### src/sv/aabbcet_pkg.sv
// ----------------------------------------------------------------------------
// aabbcet_pkg
// types and constants shared by the contact event tracker
// ----------------------------------------------------------------------------
package aabbcet_pkg;

   localparam int ID_WIDTH    = 6;
   localparam int LAYER_WIDTH = 3;
   localparam int POS_WIDTH   = 24;
   localparam int SIZE_WIDTH  = 16;
   localparam int ENABLE_BITS = 64;

   typedef enum logic [1:0] {
      EVENT_NONE  = 2'd0,
      EVENT_ENTER = 2'd1,
      EVENT_STAY  = 2'd2,
      EVENT_EXIT  = 2'd3
   } event_kind_type;

   typedef struct packed {
      logic [ID_WIDTH-1:0]           left_id;
      logic [ID_WIDTH-1:0]           right_id;
      logic [LAYER_WIDTH-1:0]        left_layer;
      logic [LAYER_WIDTH-1:0]        right_layer;
      logic signed [POS_WIDTH-1:0]   left_x;
      logic signed [POS_WIDTH-1:0]   left_y;
      logic signed [POS_WIDTH-1:0]   right_x;
      logic signed [POS_WIDTH-1:0]   right_y;
      logic signed [SIZE_WIDTH-1:0]  left_w;
      logic signed [SIZE_WIDTH-1:0]  left_h;
      logic signed [SIZE_WIDTH-1:0]  right_w;
      logic signed [SIZE_WIDTH-1:0]  right_h;
   } req_type;

   typedef struct packed {
      event_kind_type       event_kind;
      logic [ID_WIDTH-1:0]  out_left_id;
      logic [ID_WIDTH-1:0]  out_right_id;
   } rsp_type;

endpackage

### src/sv/aabb_contact_event_tracker.sv
// ----------------------------------------------------------------------------
// aabb_contact_event_tracker
// box overlap test per collider pair with enter / stay / exit tracking
// ----------------------------------------------------------------------------
//  channel  | ports                          | transfer when
//  ---------+--------------------------------+---------------------------
//  request  | req_valid req_stall req_data   | req_valid && !req_stall
//  response | rsp_valid rsp_stall rsp_data   | rsp_valid && !rsp_stall
//  csr      | csr_wr_en csr_wr_data          | csr_wr_en
//
// one pair per cycle sustained unless rsp_stall or the clearing pass holds
// the pipe; a request is registered in stage 1 (s1_*), then in the response
// register. the touching bits live in one row-wide memory (one row per
// left id) with one read and one write each cycle; a write to the row being
// read in the same cycle is forwarded. after reset a clearing pass zeroes
// one row a cycle over min(MAX_COLLIDERS, 64) rows with req_stall high; a
// stalled response holds the pipe and raises req_stall.
module aabb_contact_event_tracker
   import aabbcet_pkg::*;
#(
   parameter int MAX_COLLIDERS = 64,
   parameter int NUM_LAYERS    = 8
) (
   input  logic                   clock,
   input  logic                   reset,
   input  logic                   csr_wr_en,
   input  logic [ENABLE_BITS-1:0] csr_wr_data,
   input  logic                   req_valid,
   output logic                   req_stall,
   input  req_type                req_data,
   output logic                   rsp_valid,
   input  logic                   rsp_stall,
   output rsp_type                rsp_data
);

   localparam int ID_RANGE = 1 << ID_WIDTH;
   localparam int ID_SPAN  = (MAX_COLLIDERS < ID_RANGE) ? MAX_COLLIDERS : ID_RANGE;
   localparam int ROW_BITS = $clog2(ID_SPAN);
   localparam logic [ID_WIDTH:0]    ID_LIMIT    = (ID_WIDTH+1)'(ID_SPAN);
   localparam logic [LAYER_WIDTH:0] LAYER_LIMIT = (LAYER_WIDTH+1)'(NUM_LAYERS);
   localparam logic [ROW_BITS-1:0]  LAST_ROW    = ROW_BITS'(ID_SPAN - 1);

   // touching bits, row = left id, column = right id
   logic [ID_SPAN-1:0] touch_mem [ID_SPAN];

   logic [ENABLE_BITS-1:0] enable_ff;
   logic                   clearing_ff;
   logic [ROW_BITS-1:0]    clear_row_ff;

   logic                   s1_valid_ff, s1_valid_in;
   logic                   s1_elig_ff;
   logic                   s1_fwd_ff;
   logic [ID_WIDTH-1:0]    s1_lid_ff, s1_rid_ff;
   logic [POS_WIDTH:0]     s1_dx_abs_ff, s1_dy_abs_ff;
   logic signed [SIZE_WIDTH:0] s1_sw_ff, s1_sh_ff;
   logic [ID_SPAN-1:0]     rd_row_ff;
   logic [ID_SPAN-1:0]     fwd_row_ff;

   logic                   rsp_valid_ff;
   rsp_type                rsp_data_ff;

   // request side
   logic                   accept;
   logic                   s1_go;
   logic [LAYER_WIDTH-1:0] layer_lo, layer_hi;
   logic [5:0]             enable_idx;
   logic                   eligible;
   logic signed [POS_WIDTH:0]  dx, dy;
   logic [POS_WIDTH:0]     dx_abs, dy_abs;
   logic signed [SIZE_WIDTH:0] sw, sh;

   // update side
   logic [ID_SPAN-1:0]     cur_row, new_row;
   logic                   touching, hit;
   logic signed [21:0]     span_w, span_h, sw_ext, sh_ext;
   logic [21:0]            span_w_abs, span_h_abs;
   event_kind_type         event_kind;
   logic                   s1_write;
   logic                   wr_en;
   logic [ROW_BITS-1:0]    wr_addr;
   logic [ID_SPAN-1:0]     wr_row;

   assign s1_go     = !rsp_valid_ff || !rsp_stall;
   assign req_stall = clearing_ff || (s1_valid_ff && !s1_go);
   assign accept    = req_valid && !req_stall;

   always_comb begin
      if (req_data.left_layer < req_data.right_layer) begin
         layer_lo = req_data.left_layer;
         layer_hi = req_data.right_layer;
      end else begin
         layer_lo = req_data.right_layer;
         layer_hi = req_data.left_layer;
      end
      enable_idx = {3'd0, layer_lo} * {2'd0, LAYER_LIMIT} + {3'd0, layer_hi};
      eligible = ({1'b0, layer_hi} < LAYER_LIMIT)
               && (req_data.left_id != req_data.right_id)
               && ({1'b0, req_data.left_id} < ID_LIMIT)
               && ({1'b0, req_data.right_id} < ID_LIMIT)
               && enable_ff[enable_idx];
      dx = {req_data.left_x[POS_WIDTH-1], req_data.left_x}
         - {req_data.right_x[POS_WIDTH-1], req_data.right_x};
      dy = {req_data.left_y[POS_WIDTH-1], req_data.left_y}
         - {req_data.right_y[POS_WIDTH-1], req_data.right_y};
      dx_abs = dx[POS_WIDTH] ? -dx : dx;
      dy_abs = dy[POS_WIDTH] ? -dy : dy;
      sw = {req_data.left_w[SIZE_WIDTH-1], req_data.left_w}
         + {req_data.right_w[SIZE_WIDTH-1], req_data.right_w};
      sh = {req_data.left_h[SIZE_WIDTH-1], req_data.left_h}
         + {req_data.right_h[SIZE_WIDTH-1], req_data.right_h};
   end

   always_comb begin
      cur_row  = s1_fwd_ff ? fwd_row_ff : rd_row_ff;
      touching = cur_row[s1_rid_ff[ROW_BITS-1:0]];
      // 25 * size as 16s + 8s + s
      sw_ext = {{5{s1_sw_ff[SIZE_WIDTH]}}, s1_sw_ff};
      sh_ext = {{5{s1_sh_ff[SIZE_WIDTH]}}, s1_sh_ff};
      span_w = (sw_ext <<< 4) + (sw_ext <<< 3) + sw_ext;
      span_h = (sh_ext <<< 4) + (sh_ext <<< 3) + sh_ext;
      span_w_abs = span_w[21] ? -span_w : span_w;
      span_h_abs = span_h[21] ? -span_h : span_h;
      hit = (s1_dx_abs_ff < {3'd0, span_w_abs}) && (s1_dy_abs_ff < {3'd0, span_h_abs});
      new_row = cur_row;
      new_row[s1_rid_ff[ROW_BITS-1:0]] = hit;
      if (!s1_elig_ff) begin
         event_kind = EVENT_NONE;
      end else if (hit) begin
         event_kind = touching ? EVENT_STAY : EVENT_ENTER;
      end else begin
         event_kind = touching ? EVENT_EXIT : EVENT_NONE;
      end
   end

   assign s1_write = s1_valid_ff && s1_go && s1_elig_ff;
   assign wr_en    = clearing_ff || s1_write;
   assign wr_addr  = clearing_ff ? clear_row_ff : s1_lid_ff[ROW_BITS-1:0];
   assign wr_row   = clearing_ff ? '0 : new_row;

   always_comb begin
      if (accept) begin
         s1_valid_in = 1'b1;
      end else if (s1_go) begin
         s1_valid_in = 1'b0;
      end else begin
         s1_valid_in = s1_valid_ff;
      end
   end

   // memory ports
   always_ff @(posedge clock) begin
      if (wr_en) begin
         touch_mem[wr_addr] <= wr_row;
      end
      if (accept) begin
         rd_row_ff <= touch_mem[req_data.left_id[ROW_BITS-1:0]];
      end
   end

   // control state
   always_ff @(posedge clock) begin
      if (reset) begin
         enable_ff    <= '0;
         clearing_ff  <= 1'b1;
         clear_row_ff <= '0;
         s1_valid_ff  <= 1'b0;
         rsp_valid_ff <= 1'b0;
      end else begin
         if (csr_wr_en) begin
            enable_ff <= csr_wr_data;
         end
         if (clearing_ff) begin
            if (clear_row_ff == LAST_ROW) begin
               clearing_ff <= 1'b0;
            end
            clear_row_ff <= clear_row_ff + 1'b1;
         end
         s1_valid_ff <= s1_valid_in;
         if (s1_valid_ff && s1_go) begin
            rsp_valid_ff <= 1'b1;
         end else if (!rsp_stall) begin
            rsp_valid_ff <= 1'b0;
         end
      end
   end

   // payload
   always_ff @(posedge clock) begin
      if (accept) begin
         s1_elig_ff   <= eligible;
         s1_lid_ff    <= req_data.left_id;
         s1_rid_ff    <= req_data.right_id;
         s1_dx_abs_ff <= dx_abs;
         s1_dy_abs_ff <= dy_abs;
         s1_sw_ff     <= sw;
         s1_sh_ff     <= sh;
         // row written this cycle is the one being read: memory returns old data
         s1_fwd_ff    <= s1_write && (wr_addr == req_data.left_id[ROW_BITS-1:0]);
         fwd_row_ff   <= wr_row;
      end
      if (s1_valid_ff && s1_go) begin
         rsp_data_ff.event_kind   <= event_kind;
         rsp_data_ff.out_left_id  <= s1_lid_ff;
         rsp_data_ff.out_right_id <= s1_rid_ff;
      end
   end

   assign rsp_valid = rsp_valid_ff;
   assign rsp_data  = rsp_data_ff;

endmodule

### config.mk
export PLATFORM = sky130hd
export DESIGN_NAME = aabb_contact_event_tracker
export DESIGN_NICKNAME = d
export VERILOG_FILES = /design/src/sv/aabbcet_pkg.sv /design/src/sv/aabb_contact_event_tracker.sv
export SDC_FILE = /design/constraint.sdc
export NUM_CORES = 2
export LEC_CHECK = 0
export BUFFER_PORTS_ARGS = -buffer_cell sky130_fd_sc_hd__buf_2
export CAP_MARGIN = 15
export CORE_MARGIN = 3
export CORE_UTILIZATION = 30
export CTS_BUF_LIST = sky130_fd_sc_hd__clkbuf_2
export CTS_CLUSTER_DIAMETER = 60
export CTS_CLUSTER_SIZE = 8
export DETAILED_ROUTE_END_ITERATION = 10
export MAX_ROUTING_LAYER = met4
export SYNTH_ARGS = -nofsm -noshare
export SYNTH_HDL_FRONTEND = slang
export SYNTH_SLANG_ARGS = --single-unit
### constraint.sdc
create_clock -name clock -period 16.6 [get_ports clock]
set_input_delay 2.49 -clock clock [delete_from_list [all_inputs] [get_ports clock]]
set_output_delay 2.49 -clock clock [all_outputs]
set_load 0.01 [all_outputs]
==> results of run 1 <==
[routing by layer]
metal  track usage
met5             -
met4        0.0498
met3        0.0414
met2         0.271
met1         0.227
[logic make-up after synthesis]
group | Yosys count
multiplexers | 1511
AO/OA/AOI/OAI | 534
XOR/XNOR | 178
flip-flops | 4409
adder cells (fa/ha/maj) | 203
AND/OR/NAND/NOR | 649
buffers and inverters | 521
[stage by stage]
stage,setup WS (ns),utilization,hold slack [ns]
5_1_grt,7.60,0.332,0.258
4_1_cts,8.02,0.331,0.108
2_1_floorplan,7.95,-,0.424
3_5_place_dp,7.93,0.323,0.484
3_3_place_gp,7.74,0.323,0.469
==> flow_summary.ini, run 1 <==
[synthesis]
synthArstFlopShare = 0
synth_top_family_by_area = multiplexers
synth_xor_area_frac = 0.00882
synthAdderAreaFrac = 0.0159
synth.distinct_cells = 88
post-synth-top-count-cell = edfxtp_1
avgSynthCellArea_sq_um = 22.1
synth_ff_type = edfxtp_1
synthMuxAreaShare = 0.182
syn-num-nets = 8455
synth_top_area_frac = 0.737
synthTopCellsByCount = 4336 x edfxtp_1, 1354 x mux4_2, 296 x nor2_1, 279 x clkbuf_1, 167 x ha_1
synthSimpleGateAreaFrac = 0.0177
synth_compound_area_frac = 0.0197
syn_area_sq_um = 177000
synth_top_cell_by_area = edfxtp_1
yosys_warnings = 0
synth_edf_count = 4336
ys_ff_latch = 4409
synthTopCellsByArea = edfxtp_1 74%, mux4_2 17%, ha_1 1.2%
ys_seq_area_frac = 0.745
synthCells = 8005

[place]
portBuffers = 262
gp_congestion = 0.832
placed_cell_area_sq_um = 189000
dp_hpwl_um = 271000
dp.cells = 15914

[grt]
grt_antenna_before_repair = 21
gr-usage-all-layers = 0.174
grt_overflow = 0
grt_pass1_wl_um = 719000
grt_max_degree = 141
grt_pass1_vias = 91108

[outcome]
haltStage = detailed routing
error = [ERROR DRT-0255] Maze Route cannot find path of net clock in worker of routeBox ( 724500 96600 ) ( 773435 144900 ).
status = did not finish

[cts]
clk_root_buffer_cell = clkbuf_2
postCtsSetupBuffers = 0
ctsHtreeMaxLevel = 6
cts.sinks = 4409
cts_hold_buffers = 0
cts_buffer_depth = 4
cts_resized = 0
numCtsBuffers = 629

[die]
fp.dieW_um = 773
fp.dieH_um = 773
core.rowCount = 281
ios = 263
start_util = 0.301
==> inputs of run 2 (changes only) <==
--- a/config.mk
+++ b/config.mk
@@ -8,12 +8,9 @@
 export BUFFER_PORTS_ARGS = -buffer_cell sky130_fd_sc_hd__buf_2
 export CAP_MARGIN = 15
 export CORE_MARGIN = 3
-export CORE_UTILIZATION = 30
-export CTS_BUF_LIST = sky130_fd_sc_hd__clkbuf_2
-export CTS_CLUSTER_DIAMETER = 60
-export CTS_CLUSTER_SIZE = 8
+export CORE_UTILIZATION = 20
 export DETAILED_ROUTE_END_ITERATION = 10
-export MAX_ROUTING_LAYER = met4
+export PLACE_DENSITY_LB_ADDON = 0.15
 export SYNTH_ARGS = -nofsm -noshare
 export SYNTH_HDL_FRONTEND = slang
 export SYNTH_SLANG_ARGS = --single-unit
==> run 2 against run 1 <==
  * The flow now finishes without violations
  * Synthesized cell count did not move
  * Synthesized area did not move
  * Global-route usage fell by 3.5 points
==> flow_summary.ini, run 2 <==
[pwr]
powerDensity_nw_per_um2 = 114
leakagePower_nw = 68.9
peakVddDrop_v = 0.0000946
total_power_w = 0.0241

[finish]
largest_reg_flops = 4096
final_cell_mix = 4336 x edfxtp_1, 1354 x mux4_2, 481 x clkbuf_16, 258 x buf_4, 254 x buf_2
regMostFlops = touch_mem
area_growth_syn_to_layout_pct = 19.8
final_layout_size_suffix_gt1_frac = 0.310
final_common_cell = edfxtp_1
nNetsFinal = 9146

[grt]
grt_antenna_before_repair = 48
grt_pass1_wl_um = 855000
grt_pass1_vias = 92341
grt_max_degree = 131
grt_overflow = 0
gr-usage-all-layers = 0.138

[worst_setup_path]
start_kind = flop
crit_slowest_cell = buf_4
worstSetupEndpointType = flop
rr_worst_depth = 29
arrival_ns = 9.58
max_stage_delay_ns = 0.91
r2r_start = s1_sw_ff[1]
r2r_end = touch_mem[16][3]
cp.required_ns = 17.45
reg2reg_slack_ns = 7.87
crit_fanout = 36
endpoint = touch_mem[16][3]
critPathKind = reg2reg
crit_start = s1_sw_ff[1]

[timing]
drv_slew = 0
fin_crit_ns = 8.73
setup_tns_ns = 0
hold_viol = 0
slew-limit-headroom = 0.0141
setup_violations = 0
fmax_ghz = 0.115
fin_skew_ns = 0.130
worst_pin_slew_ns = 1.48
fin_crit_sh = 0.526
rsz0062_at_grt = no

[min_path]
hold_class = reg2reg

[synthesis]
post-synth-top-count-cell = edfxtp_1
ys_ff_latch = 4409
avgSynthCellArea_sq_um = 22.1
synthCells = 8005
synth_top_area_frac = 0.737
syn_area_sq_um = 177000
syn-num-nets = 8455
synth_edf_count = 4336
synth.distinct_cells = 88
synthTopCellsByArea = edfxtp_1 74%, mux4_2 17%, ha_1 1.2%
synth_ff_type = edfxtp_1
synth_top_cell_by_area = edfxtp_1
synthTopCellsByCount = 4336 x edfxtp_1, 1354 x mux4_2, 296 x nor2_1, 279 x clkbuf_1, 167 x ha_1
ys_seq_area_frac = 0.745
yosys_warnings = 0
synthArstFlopShare = 0

[die]
core_sq_um = 879000
start_util = 0.201
core.rowCount = 344
fp.dieW_um = 946
fp.dieH_um = 946
ios = 263
design.die.area_sq_um = 895000

[place]
dp_hpwl_um = 352000
portBuffers = 262
gp_congestion = 0.746

[cts]
ctsHtreeMaxLevel = 5
clk_latency_ns = 1.09
cts.sinks = 4409
clkTransAtPathRegs_ns = 0.06
cts_buffer_depth = 4
cts_hold_buffers = 0
clk_root_buffer_cell = clkbuf_16
numCtsBuffers = 478
postCtsSetupBuffers = 0
cts_resized = 0
cts_tree = yes

[drt]
wl_per_cell_um = 30.7
wl_um = 640000
drtAntennaViolNets = 0
vias = 88510
viasPerCell = 4.24
route.detailed.drc = 0
drtIter0Drc = 9057
first_pass_iters = 6

[outcome]
status = completed

[flow_run]
cap_viol_max_count = 0
## run 2: cell counts after synthesis
Identical to the previous run, type by type.
## run 2: final cells by class
cell class	count	area (sq um)
Sequential cell	4409	132000
Inverter	132	495
Clock inverter	322	3330
Fill cell	89271	667000
Clock buffer	572	12400
Multi-Input combinational cell	3075	44200
Timing Repair Buffer	600	4960
Tap cell	11764	14700
Antenna cell	7	17.5
## run 2: metrics by stage
step / utilization / std cells / area (sq um) / worst slack (ns) / hold WS (ns)
6_report: 0.241 / 20881 / 212000 / 7.87 / 0.489
2_1_floorplan: - / 8005 / 177000 / 7.95 / 0.424
4_1_cts: 0.240 / 20829 / 211000 / 7.32 / 0.497
5_1_grt: 0.241 / 20875 / 212000 / 7.28 / 0.517
3_3_place_gp: 0.222 / 19926 / 195000 / 7.08 / 0.469
3_5_place_dp: 0.222 / 19935 / 195000 / 7.39 / 0.483
## run 2: cells by family after synthesis
family | synth area share
AO/OA/AOI/OAI | 0.0197
XOR/XNOR | 0.00882
adder cells (fa/ha/maj) | 0.0159
buffers and inverters | 0.0111
flip-flops | 0.745
multiplexers | 0.182
AND/OR/NAND/NOR | 0.0177
## run 2: per-layer routing
metal,wire length [um],up-vias,global-route usage
li1,-,35372,-
met1,291000,49643,0.195
met2,303000,2739,0.228
met3,31100,748,0.0195
met4,15100,8,0.0298
met5,49,-,0
## run 2: power breakdown
part / internal [W] / switching [W]
logic: 0.000519 / 0.000649
registers: 0.0121 / 0.0000170
clock network: 0.00620 / 0.00461
## run 2: worst min-delay path by stage
| stage | from | endpoint | slack (ns) | depth (start not counted) |
|---|---|---|---|---|
| 4_1_cts | enable_ff[34] | enable_ff[34] | 0.50 | 2 |
| 6_report | enable_ff[15] | enable_ff[15] | 0.49 | 2 |
| 5_1_grt | enable_ff[15] | enable_ff[15] | 0.52 | 2 |
| 3_3_place_gp | enable_ff[36] | enable_ff[36] | 0.47 | 2 |
| 2_1_floorplan | s1_rid_ff[0] | rsp_data[0] | 0.42 | 0 |
| 3_5_place_dp | enable_ff[7] | enable_ff[7] | 0.48 | 2 |
## run 2: worst max-delay path, delay by kind of cell, from the launching register on
family	cells	cell delay (ns)
compound gates	10	2.27
fa+ha+maj	4	1.32
xor+xnor	2	0.34
simple gates	7	1.95
buf+inv	6	2.10
flops	1	0.46
Note: power is estimated with default switching activity, not from simulation.
